===== src/rtl/core/max_ones_rectangle_area_assert.svh =====
// Assertion macros shared by the rectangle area block.
`ifndef MAX_ONES_RECTANGLE_AREA_ASSERT_SVH
`define MAX_ONES_RECTANGLE_AREA_ASSERT_SVH
`ifndef ASSERT_OFF
`define MORA_ASSERT_IMP(lbl, ante, cons, msg) \
  lbl: assert property (@(posedge clk_i) disable iff (!rst_ni) (ante) |-> (cons)) \
    else $error(msg);
`define MORA_ASSERT_NXT(lbl, ante, cons, msg) \
  lbl: assert property (@(posedge clk_i) disable iff (!rst_ni) (ante) |=> (cons)) \
    else $error(msg);
`else
`define MORA_ASSERT_IMP(lbl, ante, cons, msg)
`define MORA_ASSERT_NXT(lbl, ante, cons, msg)
`endif
`endif


===== src/rtl/core/mora_pkg.sv =====
// Shared types and constants of the rectangle area block.
package mora_pkg;
  localparam int unsigned DEF_MAX_COLS = 1024;
  localparam int unsigned HEIGHT_W     = 11;
  localparam int unsigned AREA_W       = 21;
  localparam int unsigned CFG_W        = 11;
  localparam int unsigned POS_W        = 12;
  localparam int unsigned CNT_W        = POS_W + 1;
  localparam int unsigned FIFO_DEPTH   = 4;
  localparam logic [HEIGHT_W-1:0] HEIGHT_MAX = '1;
  localparam logic [AREA_W-1:0]   AREA_MAX   = '1;
  localparam logic [CFG_W-1:0]    COLS_RESET = 11'd1024;

  typedef struct packed {
    logic             filled;
    logic             last;
    logic             row_end;
    logic [POS_W-1:0] pos;
  } item_t;

  typedef struct packed {
    logic [POS_W-1:0]    start;
    logic [HEIGHT_W-1:0] h;
  } stk_t;

  typedef enum logic [8:0] {
    ST_INIT = 9'b000000001,
    ST_IDLE = 9'b000000010,
    ST_UPD  = 9'b000000100,
    ST_RD   = 9'b000001000,
    ST_LD   = 9'b000010000,
    ST_CMP  = 9'b000100000,
    ST_POP  = 9'b001000000,
    ST_EMIT = 9'b010000000,
    ST_CLR  = 9'b100000000
  } state_e;
endpackage


===== src/rtl/core/mora_front.sv =====
// Input side: takes cells, tracks the column position and marks row ends.
module mora_front #(
  parameter int unsigned MAX_COLS = mora_pkg::DEF_MAX_COLS
) (
  input  logic                       clk_i,
  input  logic                       rst_ni,
  input  logic                       cfg_we_i,
  input  logic [mora_pkg::CFG_W-1:0] cfg_wdata_i,
  input  logic                       valid_i,
  output logic                       ready_o,
  input  logic                       cell_i,
  input  logic                       last_i,
  input  logic                       full_i,
  input  logic                       hold_i,
  output logic                       push_o,
  output mora_pkg::item_t            item_o
);
  import mora_pkg::*;

  logic [CFG_W-1:0] num_cols_q;
  logic [POS_W-1:0] col_pos_q, col_pos_d, pos;
  logic [CNT_W-1:0] ncfg, n, pos_next;
  logic             row_end;

  always_comb begin
    ncfg = CNT_W'(num_cols_q);
    if (ncfg == '0) begin
      n = CNT_W'(1);
    end else if (ncfg > CNT_W'(MAX_COLS)) begin
      n = CNT_W'(MAX_COLS);
    end else begin
      n = ncfg;
    end
    if (CNT_W'(col_pos_q) >= CNT_W'(MAX_COLS)) begin
      pos = POS_W'(MAX_COLS - 1);
    end else begin
      pos = col_pos_q;
    end
    pos_next  = CNT_W'(pos) + CNT_W'(1);
    row_end   = last_i || (pos_next >= n);
    col_pos_d = row_end ? '0 : pos_next[POS_W-1:0];
  end

  assign ready_o = !full_i && !hold_i;
  assign push_o  = valid_i && ready_o;
  assign item_o  = '{filled: cell_i, last: last_i, row_end: row_end, pos: pos};

  always_ff @(posedge clk_i or negedge rst_ni) begin
    if (!rst_ni) begin
      num_cols_q <= COLS_RESET;
      col_pos_q  <= '0;
    end else begin
      if (cfg_we_i) begin
        num_cols_q <= cfg_wdata_i;
      end
      if (push_o) begin
        col_pos_q <= col_pos_d;
      end
    end
  end
endmodule


===== config.mk =====
export PLATFORM = sky130hd
export DESIGN_NAME = mora_front
export DESIGN_NICKNAME = d
export VERILOG_FILES = /design/src/rtl/core/max_ones_rectangle_area_assert.svh /design/src/rtl/core/mora_pkg.sv /design/src/rtl/core/mora_front.sv
export SDC_FILE = /design/constraint.sdc
export NUM_CORES = 1
export LEC_CHECK = 0
export BUFFER_PORTS_ARGS = -buffer_cell sky130_fd_sc_hd__buf_2
export CAP_MARGIN = 20
export CORE_AREA = 3 3 66 68
export CTS_CLUSTER_DIAMETER = 80
export DETAILED_ROUTE_END_ITERATION = 7
export DIE_AREA = 0 0 69 71
export GPL_TIMING_DRIVEN = 1
export PLACE_DENSITY = 0.72
export SLEW_MARGIN = 20
export SYNTH_ARGS = -nofsm -noshare
export SYNTH_HDL_FRONTEND = slang
export SYNTH_SLANG_ARGS = --single-unit

===== constraint.sdc =====
create_clock -name clk_i -period 6.5 [get_ports clk_i]
set_input_delay 0.975 -clock clk_i [delete_from_list [all_inputs] [get_ports clk_i]]
set_output_delay 0.975 -clock clk_i [all_outputs]
set_load 0.01 [all_outputs]

After elaboration in Yosys (flattened, before gate mapping)
Cells that the tools add are included.
{"block": "classes", "addsub": 1, "multipliers": 0, "div_mod_pow": 0, "order_cmp": 3, "eq_ne": 0, "shift": 0, "n_mux": 4, "n_bitwise": 0, "reduce_logical": 6}
{"op": "12-bit 2-to-1 mux", "n": 2}
{"op": "12-bit by 1-bit adder with 13-bit output, second input constant", "n": 1}
{"op": "13-bit >= comparator", "n": 1}
{"op": "13-bit 2-to-1 mux", "n": 1}
{"op": "12-bit by 11-bit >= comparator with 1-bit output, second input constant", "n": 1}
{"op": "11-bit greater-than comparator, second input constant", "n": 1}
{"op": "11-bit zero test", "n": 1}
{"op": "11-bit 2-to-1 mux", "n": 1}
{"op": "1-bit logical AND", "n": 2}
{"op": "1-bit zero test", "n": 2}
{"op": "1-bit logical OR", "n": 1}
{"block": "totals", "register_bits": 23, "latch_bits": 0, "ram_bits": 0, "mem_bits_ro": 0, "in_bits": 19, "output_inout_bits": 17, "mem_count": 0}

Longest topological paths before layout
{"block": "depth", "word_depth": 6, "mapped_depth": 14}

Worst setup path before layout
No wires, ideal clock.
{"block": "synth_timing", "path_type": "register -> output", "start": "reg col_pos_q[11]", "end": "out item_o[12] (netlist bit)", "t_arrival_ps": 3134, "required_ps": 5525, "slack_ps": 2391, "path_stages_with_launch": 14, "n_path_buf": 3, "path_cell_list": "dfrtp_1 -> clkbuf_1 -> or3_1 -> ha_1 -> nand2_1 -> nor2_1 -> a221oi_1 -> inv_1 -> ha_1 -> nand2_1 -> or3_1 -> o311ai_2 -> buf_4 -> buf_4"}
{"element": "from (decl)", "line": "mora_front.sv:21", "rtl": "logic [POS_W-1:0] col_pos_q, col_pos_d, pos;"}
{"element": "from (signal assigned)", "line": "mora_front.sv:57", "rtl": "col_pos_q <= col_pos_d;"}
{"element": "to (decl)", "line": "mora_front.sv:16", "rtl": "output mora_pkg::item_t item_o"}

==> metrics <==
# DRC=0; starting density of the core=0.3913; vias in the first global route=1220; Leak=0.9023 nW; reg2reg path depth=11; setup TNS=0 ns; CTS Root Cell=clkbuf_8; Synth top area share=0.3595; FP Rows=23; antenna viol nets, final=0; I/O Buffers=31; fin util=0.4412; Distinct cells, synth=38; Cells on Worst Hold Path=1; TritonCTS clock tree=yes; die height=71 microns; I/O pins=36; RSZ-0062 raised after global routing=false; crit path launch type=register; register area share after synthesis=0.3766; Slew @ Worst Pin=0.8914 ns; routability cong.=0.8680; PnR worst setup slack=approximately 1.6 ns; met2 Use GR=0.2246; hold_ws=~0.54 ns; clock buffer count from CTS=3; largest area contributor in the netlist=dfrtp_1; most frequent cell after synthesis=nand2_1; main flop type after synthesis=dfrtp_1; fin nets=227; initial antenna violation count=0; final setup fails=0; met1 Use GR=0.1925; PwrDens=183.0 nW/um^2; min-delay src=num_cols_q[4]; crit path time final=4.878 ns; DP Area=1682 sq um; Vias=approximately 1300; Net Sw Power=0.09143 mW; Die Area=4899 sq um; first-pass GRT wire length=5685 microns; reg2reg start=col_pos_q[11]; CTS Hold Buffers Added=0; Pins Over Slew Limit=0; routed wire length=3208 microns; slowest CP cell=o311ai_2; final hold violation count=0; status=complete, no violations; combinational power share=0.207; fill count=about 400; # diodes=0; clock sink count=23; Crit Path Category=reg -> out; buffer depth of the longest clock path=2; Design Area, Final=1727 sq um; r2r setup slk=2.79 ns; floorplan core area=roughly 3900 sq um; crit end category=output port; total gr overflow=0; CP Buf/Inv Count=2; initial DRC count=48; Post-Place Cells=241; Routed wire per std cell=roughly 13 microns; Reg-to-Reg End=col_pos_q[8]; DP Worst Slack=1.969 ns; DR vias/cell=around 5.3; Global Route Usage Sum=0.1388; clock network fraction of total power=0.281; Yosys reg bits=23; Syn. warnings=0; synthesis-to-finish area growth=12.75%; crit share post-route=0.7505; DRT Pass-1 Iters=4; Non-Filler Instances=245; Post-synth EDFFs=0; Crit path max-delay family=simple AND/OR/NAND/NOR gates; Post-DP HPWL=2449 microns; GR Util met3=0.02273; layout cells sized above 1=0.2513; slowest stage delay, CP=0.80 ns; Async SR Flop Fraction=1.000; CTS clk-pin slew, worst paths=roughly 0.080 ns; Peak VDD IR=98.66 uV; latest clock arrival within the worst-skew pair=~0.26 ns; pin count of the biggest net entering global routing=24; Seq pwr share=0.513; Mapped Area=1531 sq um; skew final=0.003454 ns; CTS H-Tree Depth=1; DIE WIDTH=approximately 69 microns; max cap viols=0; commonest cells in the netlist=nand2_1 (32), dfrtp_1 (22), ha_1 (12), nor2_1 (12), or3_1 (11); crit path cell chain=or3_1 -> ha_1 -> nand2_1 -> nor2_1 -> a221oi_1 -> inv_1 -> ha_1 -> nand2_1 -> or3_1 -> o311ai_2 -> buf_2; hold path endpoint=num_cols_q[4]; Critical Path AT=3.90 ns; setup repair bufs after CTS=0; switching part of the total=0.2894; Max-slew headroom=0.4047; Max Fclk=approximately 0.2 GHz; ranking of synthesized cells by area=dfrtp_1 (36%), ha_1 (9.8%), nand2_1 (7.8%); total power=0.3160 mW; Most Crowded Layer GR=met2; Critical Path RT=5.52 ns; Post-CTS Resized=0; Internal=about 0.22 mW; syn_area_per_cell=a little under 9 sq um; Crit Path Max Fanout=13; HP Class=reg -> reg; Syn Inst Count=172
-- worst reg2reg max path, cell delays in order, from the launching register on --
cell and delay (ns):
dfrtp_1 0.48, or3_1 0.49, ha_1 0.30, nand2_1 0.14, nor2_1 0.05, a221oi_1 0.31, inv_1 0.09, ha_1 0.28
nand2_1 0.06, or3_1 0.38, o311ai_2 0.80, o31ai_1 0.18
-- layout by cell type, fill, tap and decap left out, drive strengths merged, types with 2 or more instances in the layout --
cell type / synthesis / layout
a21oi: 5 / 5
and3: 2 / 2
buf: 6 / 31
clkbuf: 7 / 4
conb: 1 / 2
dfrtp: 22 / 22
ha: 12 / 12
inv: 6 / 6
mux2: 9 / 9
nand2: 32 / 32
nand3: 4 / 4
nand4: 2 / 2
nor2: 12 / 12
nor3: 3 / 3
nor4: 2 / 2
o21ai: 8 / 8
o31ai: 4 / 4
o41ai: 5 / 5
or3: 11 / 11
xor2: 4 / 4
-- how the worst max path moves through the flow --
stage,startpoint,end,slack [ns],depth (start not counted)
after CTS,col_pos_q[11],item_o[12],1.64,11
after detailed placement,col_pos_q[11],item_o[12],1.97,11
final,col_pos_q[11],item_o[12],1.62,11
after global placement,col_pos_q[11],item_o[12],2.01,11
after global routing,col_pos_q[11],item_o[12],1.36,11
after floorplan,col_pos_q[11],item_o[12],2.39,13
-- flip-flops by register name, summed over array words and instances, names as in the netlist --
| signal | count |
|---|---|
| num_cols_q | 11 |
| col_pos_q | 12 |
-- cell type report --
type,count,area (sq um),area share
multi-input combinational,130,860.8,0.4985
sequential,23,576.8,0.3341
timing repair buffer,31,155.1,0.08985
clock buffer,4,45.04,0.02609
tap,50,62.56,0.03623
inverter,7,26.28,0.01522
-- logic make-up after synthesis --
kind of cell,after synthesis,synth area share
multiplexers,9,0.06618
flip-flops,23,0.3766
other,1,0.002449
adder cells (fa/ha/maj),12,0.09804
buffers and inverters,20,0.06372
XOR/XNOR,5,0.02859
AO/OA/AOI/OAI,31,0.1471
AND/OR/NAND/NOR,71,0.2173
-- layer usage --
metal | part of all wire | routed length (microns)
met5 | 0 | 0
met4 | 0.013 | 42
met3 | 0.051 | 165
met2 | 0.47 | 1499
met1 | 0.47 | 1500
-- power by group through the flow --
stage	logic, mW	clock network, mW	registers, mW
after global placement	0.0647	0	0.164
after detailed placement	0.0652	0	0.165
after global routing	0.0751	0.0982	0.164
after floorplan	0.0476	0	0.162
after CTS	0.0662	0.0916	0.162
final	0.0652	0.0887	0.162
Note: power is estimated with default switching activity, not from simulation.
