==> src/rtl/core/max_ones_rectangle_area_assert.svh <==
// Assertion macros shared by the rectangle area block.
`ifndef MAX_ONES_RECTANGLE_AREA_ASSERT_SVH
`define MAX_ONES_RECTANGLE_AREA_ASSERT_SVH
`ifndef ASSERT_OFF
`define MORA_ASSERT_IMP(lbl, ante, cons, msg) \
  lbl: assert property (@(posedge clk_i) disable iff (!rst_ni) (ante) |-> (cons)) \
    else $error(msg);
`define MORA_ASSERT_NXT(lbl, ante, cons, msg) \
  lbl: assert property (@(posedge clk_i) disable iff (!rst_ni) (ante) |=> (cons)) \
    else $error(msg);
`else
`define MORA_ASSERT_IMP(lbl, ante, cons, msg)
`define MORA_ASSERT_NXT(lbl, ante, cons, msg)
`endif
`endif

==> src/rtl/core/mora_pkg.sv <==
// Shared types and constants of the rectangle area block.
package mora_pkg;
  localparam int unsigned DEF_MAX_COLS = 1024;
  localparam int unsigned HEIGHT_W     = 11;
  localparam int unsigned AREA_W       = 21;
  localparam int unsigned CFG_W        = 11;
  localparam int unsigned POS_W        = 12;
  localparam int unsigned CNT_W        = POS_W + 1;
  localparam int unsigned FIFO_DEPTH   = 4;
  localparam logic [HEIGHT_W-1:0] HEIGHT_MAX = '1;
  localparam logic [AREA_W-1:0]   AREA_MAX   = '1;
  localparam logic [CFG_W-1:0]    COLS_RESET = 11'd1024;

  typedef struct packed {
    logic             filled;
    logic             last;
    logic             row_end;
    logic [POS_W-1:0] pos;
  } item_t;

  typedef struct packed {
    logic [POS_W-1:0]    start;
    logic [HEIGHT_W-1:0] h;
  } stk_t;

  typedef enum logic [8:0] {
    ST_INIT = 9'b000000001,
    ST_IDLE = 9'b000000010,
    ST_UPD  = 9'b000000100,
    ST_RD   = 9'b000001000,
    ST_LD   = 9'b000010000,
    ST_CMP  = 9'b000100000,
    ST_POP  = 9'b001000000,
    ST_EMIT = 9'b010000000,
    ST_CLR  = 9'b100000000
  } state_e;
endpackage

==> src/rtl/core/mora_fifo.sv <==
// Short queue of classified cells between the input side and the engine.
module mora_fifo #(
  parameter int unsigned DEPTH = mora_pkg::FIFO_DEPTH
) (
  input  logic            clk_i,
  input  logic            rst_ni,
  input  logic            push_i,
  input  mora_pkg::item_t item_i,
  input  logic            pop_i,
  output mora_pkg::item_t item_o,
  output logic            full_o,
  output logic            empty_o
);
  import mora_pkg::*;

  localparam int unsigned PW = (DEPTH > 1) ? $clog2(DEPTH) : 1;

  item_t             mem_q [DEPTH];
  logic [PW-1:0]     wr_q, rd_q;
  logic [PW:0]       cnt_q;

  assign full_o  = (cnt_q == (PW+1)'(DEPTH));
  assign empty_o = (cnt_q == '0);
  assign item_o  = mem_q[rd_q];

  always_ff @(posedge clk_i) begin
    if (push_i) begin
      mem_q[wr_q] <= item_i;
    end
  end

  always_ff @(posedge clk_i or negedge rst_ni) begin
    if (!rst_ni) begin
      wr_q  <= '0;
      rd_q  <= '0;
      cnt_q <= '0;
    end else begin
      if (push_i) begin
        wr_q <= (wr_q == PW'(DEPTH - 1)) ? '0 : wr_q + PW'(1);
      end
      if (pop_i) begin
        rd_q <= (rd_q == PW'(DEPTH - 1)) ? '0 : rd_q + PW'(1);
      end
      if (push_i && !pop_i) begin
        cnt_q <= cnt_q + (PW+1)'(1);
      end else if (pop_i && !push_i) begin
        cnt_q <= cnt_q - (PW+1)'(1);
      end
    end
  end
endmodule

==> config.mk <==
export PLATFORM = sky130hd
export DESIGN_NAME = mora_fifo
export DESIGN_NICKNAME = d
export VERILOG_FILES = /design/src/rtl/core/max_ones_rectangle_area_assert.svh /design/src/rtl/core/mora_pkg.sv /design/src/rtl/core/mora_fifo.sv
export SDC_FILE = /design/constraint.sdc
export NUM_CORES = 1
export LEC_CHECK = 0
export ABC_CLOCK_PERIOD_IN_PS = 1700
export BUFFER_PORTS_ARGS = -buffer_cell sky130_fd_sc_hd__buf_2
export CORE_ASPECT_RATIO = 0.6
export CORE_MARGIN = 2
export CORE_UTILIZATION = 35
export CTS_CLUSTER_DIAMETER = 150
export DETAILED_ROUTE_END_ITERATION = 8
export PLACE_DENSITY = 0.56
export SETUP_SLACK_MARGIN = 0.05
export SYNTH_ARGS = -nofsm -noshare
export SYNTH_HDL_FRONTEND = slang
export SYNTH_SLANG_ARGS = --single-unit
==> constraint.sdc <==
create_clock -name clk_i -period 1.7 [get_ports clk_i]
set_input_delay 0.085 -clock clk_i [delete_from_list [all_inputs] [get_ports clk_i]]
set_output_delay 0.085 -clock clk_i [all_outputs]
set_load 0.01 [all_outputs]
After elaboration in Yosys (flattened, before gate mapping)
Memory sizes are Yosys's and may differ from the RTL's.
Cells that the tools add are included.
Storage, ports and cells
  bits in registers: 7
  latch bits: 0
  memory bits (writable): 60
  bits in read-only memories: 0
  bits of input ports: 19
  output and inout port bits: 17
  word-level logic and storage cells: 23
  memories: 1
Operators by class
  add/sub/neg operators: 4
  multipliers: 0
  divide/modulo/power cells: 0
  magnitude comparators: 0
  equal/unequal tests: 3
  shifts and indexed selects: 0
  mux-type cells: 6
  bitwise logic cells: 0
  reduce and logical (&&, ||, !) cells: 6
Memories
  mem_q: words 4, width 15, read ports 1, clocked after memory_dff 0, write ports 1, line mora_fifo.sv:18  | item_t mem_q [DEPTH];
Operators by type and width (count)
  3-bit 2-to-1 mux: 2
  2-bit by 1-bit adder with 2-bit output, second input constant: 2
  2-bit == test, second input constant: 2
  2-bit 2-to-1 mux: 2
  3-bit by 1-bit adder with 3-bit output, second input constant: 1
  3-bit == test, second input constant: 1
  3-bit logical NOT: 1
  3-bit by 1-bit subtractor with 3-bit output, second input constant: 1
  1-bit logical AND: 2
  1-bit logical NOT: 2
  1-bit 2-to-1 mux: 2
  2-bit nonzero test: 1

Depth between registers and ports, before layout
  depth in word-level cells: 4
  mapped depth: 7
  depth with buffers taken out: 7

Least setup slack after synthesis
Ideal clock, no wire load.
  kind: reg-to-reg
  start: reg wr_q[0]
  end: mem mem_q[2][0] (netlist bit) (enable)
  library setup time: 372 ps
  data arrival time: 1031 ps
  required time: 1328 ps
  slack: 297 ps
  stages on the path, launching flop included: 4
  buffers on the path: 0
  clock period less this slack: 1403 ps
  path through: dfrtp_1 inv_1 ha_1 and2_1
RTL lines
  start, declared: line mora_fifo.sv:19  | logic [PW-1:0] wr_q, rd_q;
  start signal, assigned: line mora_fifo.sv:39  | wr_q <= (wr_q == PW'(DEPTH - 1)) ? '0 : wr_q + PW'(1);
  end, declared: line mora_fifo.sv:18
Straight into the memory's write port.

==> results summary <==
The flow ran to the end, and the final reports show no timing, DRC or antenna violations. The ratio of cells with drive above 1 in the final layout is 40.6%. The worst setup path is launched from a register.

For the worst setup path, the data required time is 1.62 ns. The die boundary width is 116 microns. The max capacitance violation total is 0. The critical path is of the register to primary output type. After synthesis the cells add up to 2620 sq um. The port buffer count came out at 35. The deepest level of the CTS H-tree is 3. Setup repair after global routing could not meet its margin everywhere.

The filler cell count came out at 620. Synthesis inferred 67 register bits. The final worst clock skew is 0.00591 ns. The maximum number of pins on one net before global-route repair came out at 16. The utilization after layout is 46.6%. The violation count after the first detailed-route iteration came out at 58. The clock latency on the worst-skew pair came out at 0.32 ns. Dividing the detail-routed via count by the number of cells gives 4.53. sky130_fd_sc_hd__edfxtp_1 takes more of the synthesized area than any other cell. VDD sags by at most 0.752 mV. The area share of the largest cell type after synthesis came out at 68.8%.

The cell chosen for the clock root is sky130_fd_sc_hd__clkbuf_16. The post-route minimum period came out at 1.67 ns. The complex-gate fraction of the synthesized area is 0.382%.

The area fraction in and, or, nand and nor cells after synthesis is 2.05%. The number of global-route vias before repair is 1415. The clock net in this run drives a total of 67 sinks. Registers take 1980 sq um. The initial antenna violation count came out at 0. Among the stages of the critical path, the cell type that occurs most often is sky130_fd_sc_hd__buf_6. The chip height is 71.0 microns. The fraction of synthesized cell area in xor and xnor cells is 1.00%. The leakage power total is 1.24 nW. TritonCTS built the clock tree. The first detailed-routing pass ran for 4 iterations. The final number of setup-violating endpoints is 0. Compared with the post-synthesis result, the final layout area differs by 29.4%. Summing the sequential cell areas from Yosys gives 75.5% of the chip area.

For this configuration, the core starts out at a cell density of 36.1%. Counting the buffers created by CTS gives 9. For this design the ratio of total power to cell area is 1630 nW/um^2. The normalized max-slew margin is 70.6%. After clock tree synthesis, the clock-pin slew on the worst setup and hold paths is 0.05 ns. The global-route wire length before repair came out at 7180 microns.

The most used flip-flop cell after synthesis is sky130_fd_sc_hd__edfxtp_1. Counting flops with a built-in enable in the synthesized netlist gives 60. Timing would allow up to 0.600 GHz. For this run, asynchronously set or reset flops after synthesis account for 10.4%. After synthesis, the largest family of logic cells by area is multiplexers. The multi-input combinational cells in the finished layout cover a total of 558 sq um. The detailed-route via count came out at 1318. The post-layout instance count excluding filler cells is 291. The sum of internal, switching and leakage power is 5.53 mW. Walking the worst path, the cells encountered are buf_6 -> mux4_2 -> buf_6. The class of the tightest hold or removal check is primary input to register. For this run, design rule violations remaining after detail routing come to 0. The post-synthesis mux area share is 15.2%. The longest individual stage delay on the worst path came out at 0.54 ns. The net count reported at finish is 210. After legalization and detailed placement, the total HPWL measured 3060 microns. The count of antenna-violating nets left after detailed routing came out at 0. The warning count from the yosys run is 0. After synthesis, the cell types taking the most area are sky130_fd_sc_hd__edfxtp_1 (69%), sky130_fd_sc_hd__mux4_1 (7.0%), sky130_fd_sc_hd__mux4_2 (6.9%). The global-route congestion overflow total came out at 0. Dividing the final minimum period by the clock period gives 98.0%. The distinct cell type count of the synthesized netlist is 20.

The worst setup path is captured at a primary output. The largest fanout on the critical path is 8. The detailed-route wire length is 4640 microns. The I/O pin total came out at 36. The mean area per synthesized cell is 22.6 sq um. After technology mapping, the gate count stands at 116. Hold timing on the final database bottoms out at a slack of 0.0141 ns. The overall die area came out at 8220 sq um. The global-route usage over all layers came out at 12.5%. At the pin with the least slew margin, the transition time is 0.441 ns.

The core region is 7270 sq um. The placed instance count came out at 261. The worst path arrival time came out at 1.58 ns. The number of cell rows is 24. The max-slew violation count came to 0. The final routed wire length divided by cell count is 16.0 microns. The number of nets in the synthesized netlist is 142. The largest individual stage delay along the critical path comes from the cell sky130_fd_sc_hd__mux4_2. Adding up every negative setup slack in the final design gives 0 ns. The antenna diode instance count came out at 0.

The final weighted congestion in routability-driven placement is 0.760. The clock passes through at most 2 buffers. The area share of fa/ha/maj cells after synthesis came out at 3.63%. The number of hold violations in the final report came out at 0.
[final timing paths]
check	cells after the start	slack [ns]	startpoint	to
hold reg to reg	1	0.50	cnt_q[2]$_DFFE_PN0P_	cnt_q[2]$_DFFE_PN0P_
min in group asynchronous	2	0.14	rst_ni	rd_q[1]$_DFFE_PN0P_
setup reg to reg	4	0.32	cnt_q[0]$_DFFE_PN0P_	cnt_q[2]$_DFFE_PN0P_
max in group asynchronous	2	1.40	rst_ni	wr_q[0]$_DFFE_PN0P_
setup / recovery	3	0.03	rd_q[0]$_DFFE_PN0P_	item_o[3]
hold / removal	1	0.01	item_i[6]	mem_q[3][6]$_DFFE_PP_
[where the power goes]
group	internal [mW]	switching, mW	total (mW)
clock network	0.952	0.567	1.52
logic	0.933	0.812	1.74
registers	2.14	0.127	2.27
total	4.03	1.51	5.53
[routing by layer]
metal / global-route usage (%) / part of all wire, %
met4: 3.97 / 0.73
met5: 0 / 0
met3: 6.08 / 5.8
met2: 20.3 / 51
met1: 14.7 / 43
[cells in the final DEF (no fill, tap or decap), types with 2 or more instances in the layout]
cell,n
sky130_fd_sc_hd__inv_1,5
sky130_fd_sc_hd__edfxtp_1,60
sky130_fd_sc_hd__nor2_1,2
sky130_fd_sc_hd__dfrtp_1,7
sky130_fd_sc_hd__clkinv_1,2
sky130_fd_sc_hd__buf_4,9
sky130_fd_sc_hd__mux4_2,15
sky130_fd_sc_hd__xor2_1,2
sky130_fd_sc_hd__dlygate4sd3_1,15
sky130_fd_sc_hd__ha_1,6
sky130_fd_sc_hd__buf_6,7
sky130_fd_sc_hd__clkbuf_16,9
sky130_fd_sc_hd__buf_2,29
sky130_fd_sc_hd__and2_1,3
sky130_fd_sc_hd__o21ai_0,2
sky130_fd_sc_hd__mux2_2,3
[synthesized netlist by cell type (2+ instances only)]
master and n:
sky130_fd_sc_hd__nor2_1 2, sky130_fd_sc_hd__edfxtp_1 60, sky130_fd_sc_hd__inv_1 5, sky130_fd_sc_hd__o21ai_0 2, sky130_fd_sc_hd__mux4_2 8, sky130_fd_sc_hd__ha_1 6, sky130_fd_sc_hd__mux2_2 3, sky130_fd_sc_hd__mux4_1 7
sky130_fd_sc_hd__and2_1 4, sky130_fd_sc_hd__xor2_1 2, sky130_fd_sc_hd__dfrtp_1 7, sky130_fd_sc_hd__buf_2 2
[kinds of logic (layout without fill, tap and decap cells)]
logic type      Yosys count  count (layout)
mux                      18              18
flops                    67              67
compound gates            2               2
fa+ha+maj                 7               7
buf+inv                   9              80
xor+xnor                  3               3
simple gates             10              10
[worst max-delay path, delay by kind of cell, from the launching register on]
family | cells | cell delay [ns]
muxes | 1 | 0.54
DFF | 1 | 0.39
buffers and inverters | 2 | 0.32
[sequential cells by signal (all words and copies together), names as in the netlist]
signal  count
mem_q      60
cnt_q       3
rd_q        2
wr_q        2
[cell type report]
class / instances / area share (%)
Clock buffer: 10 / 6.76
Clock inverter: 4 / 0.591
Inverter: 5 / 0.554
Multi-Input combinational cell: 40 / 16.5
Sequential cell: 67 / 58.3
Tap cell: 104 / 3.84
Timing Repair Buffer: 61 / 13.5
[metrics by stage]
step / instance area (sq um) / setup slack (ns)
2_1_floorplan: 2620 / 0.297
3_3_place_gp: 2960 / 0.152
3_5_place_dp: 2960 / 0.0582
4_1_cts: 3390 / 0.0108
5_1_grt: 3390 / -0.0378
6_report: 3390 / 0.0344
[timing repair]
action,in CTS,in global routing
hold buffers,15,0
setup buffers,1,0
hold endpoints to repair,63,0
gates resized for setup,11,6
endpoints found under the setup margin,14,30
Note: power is estimated with default switching activity, not from simulation.
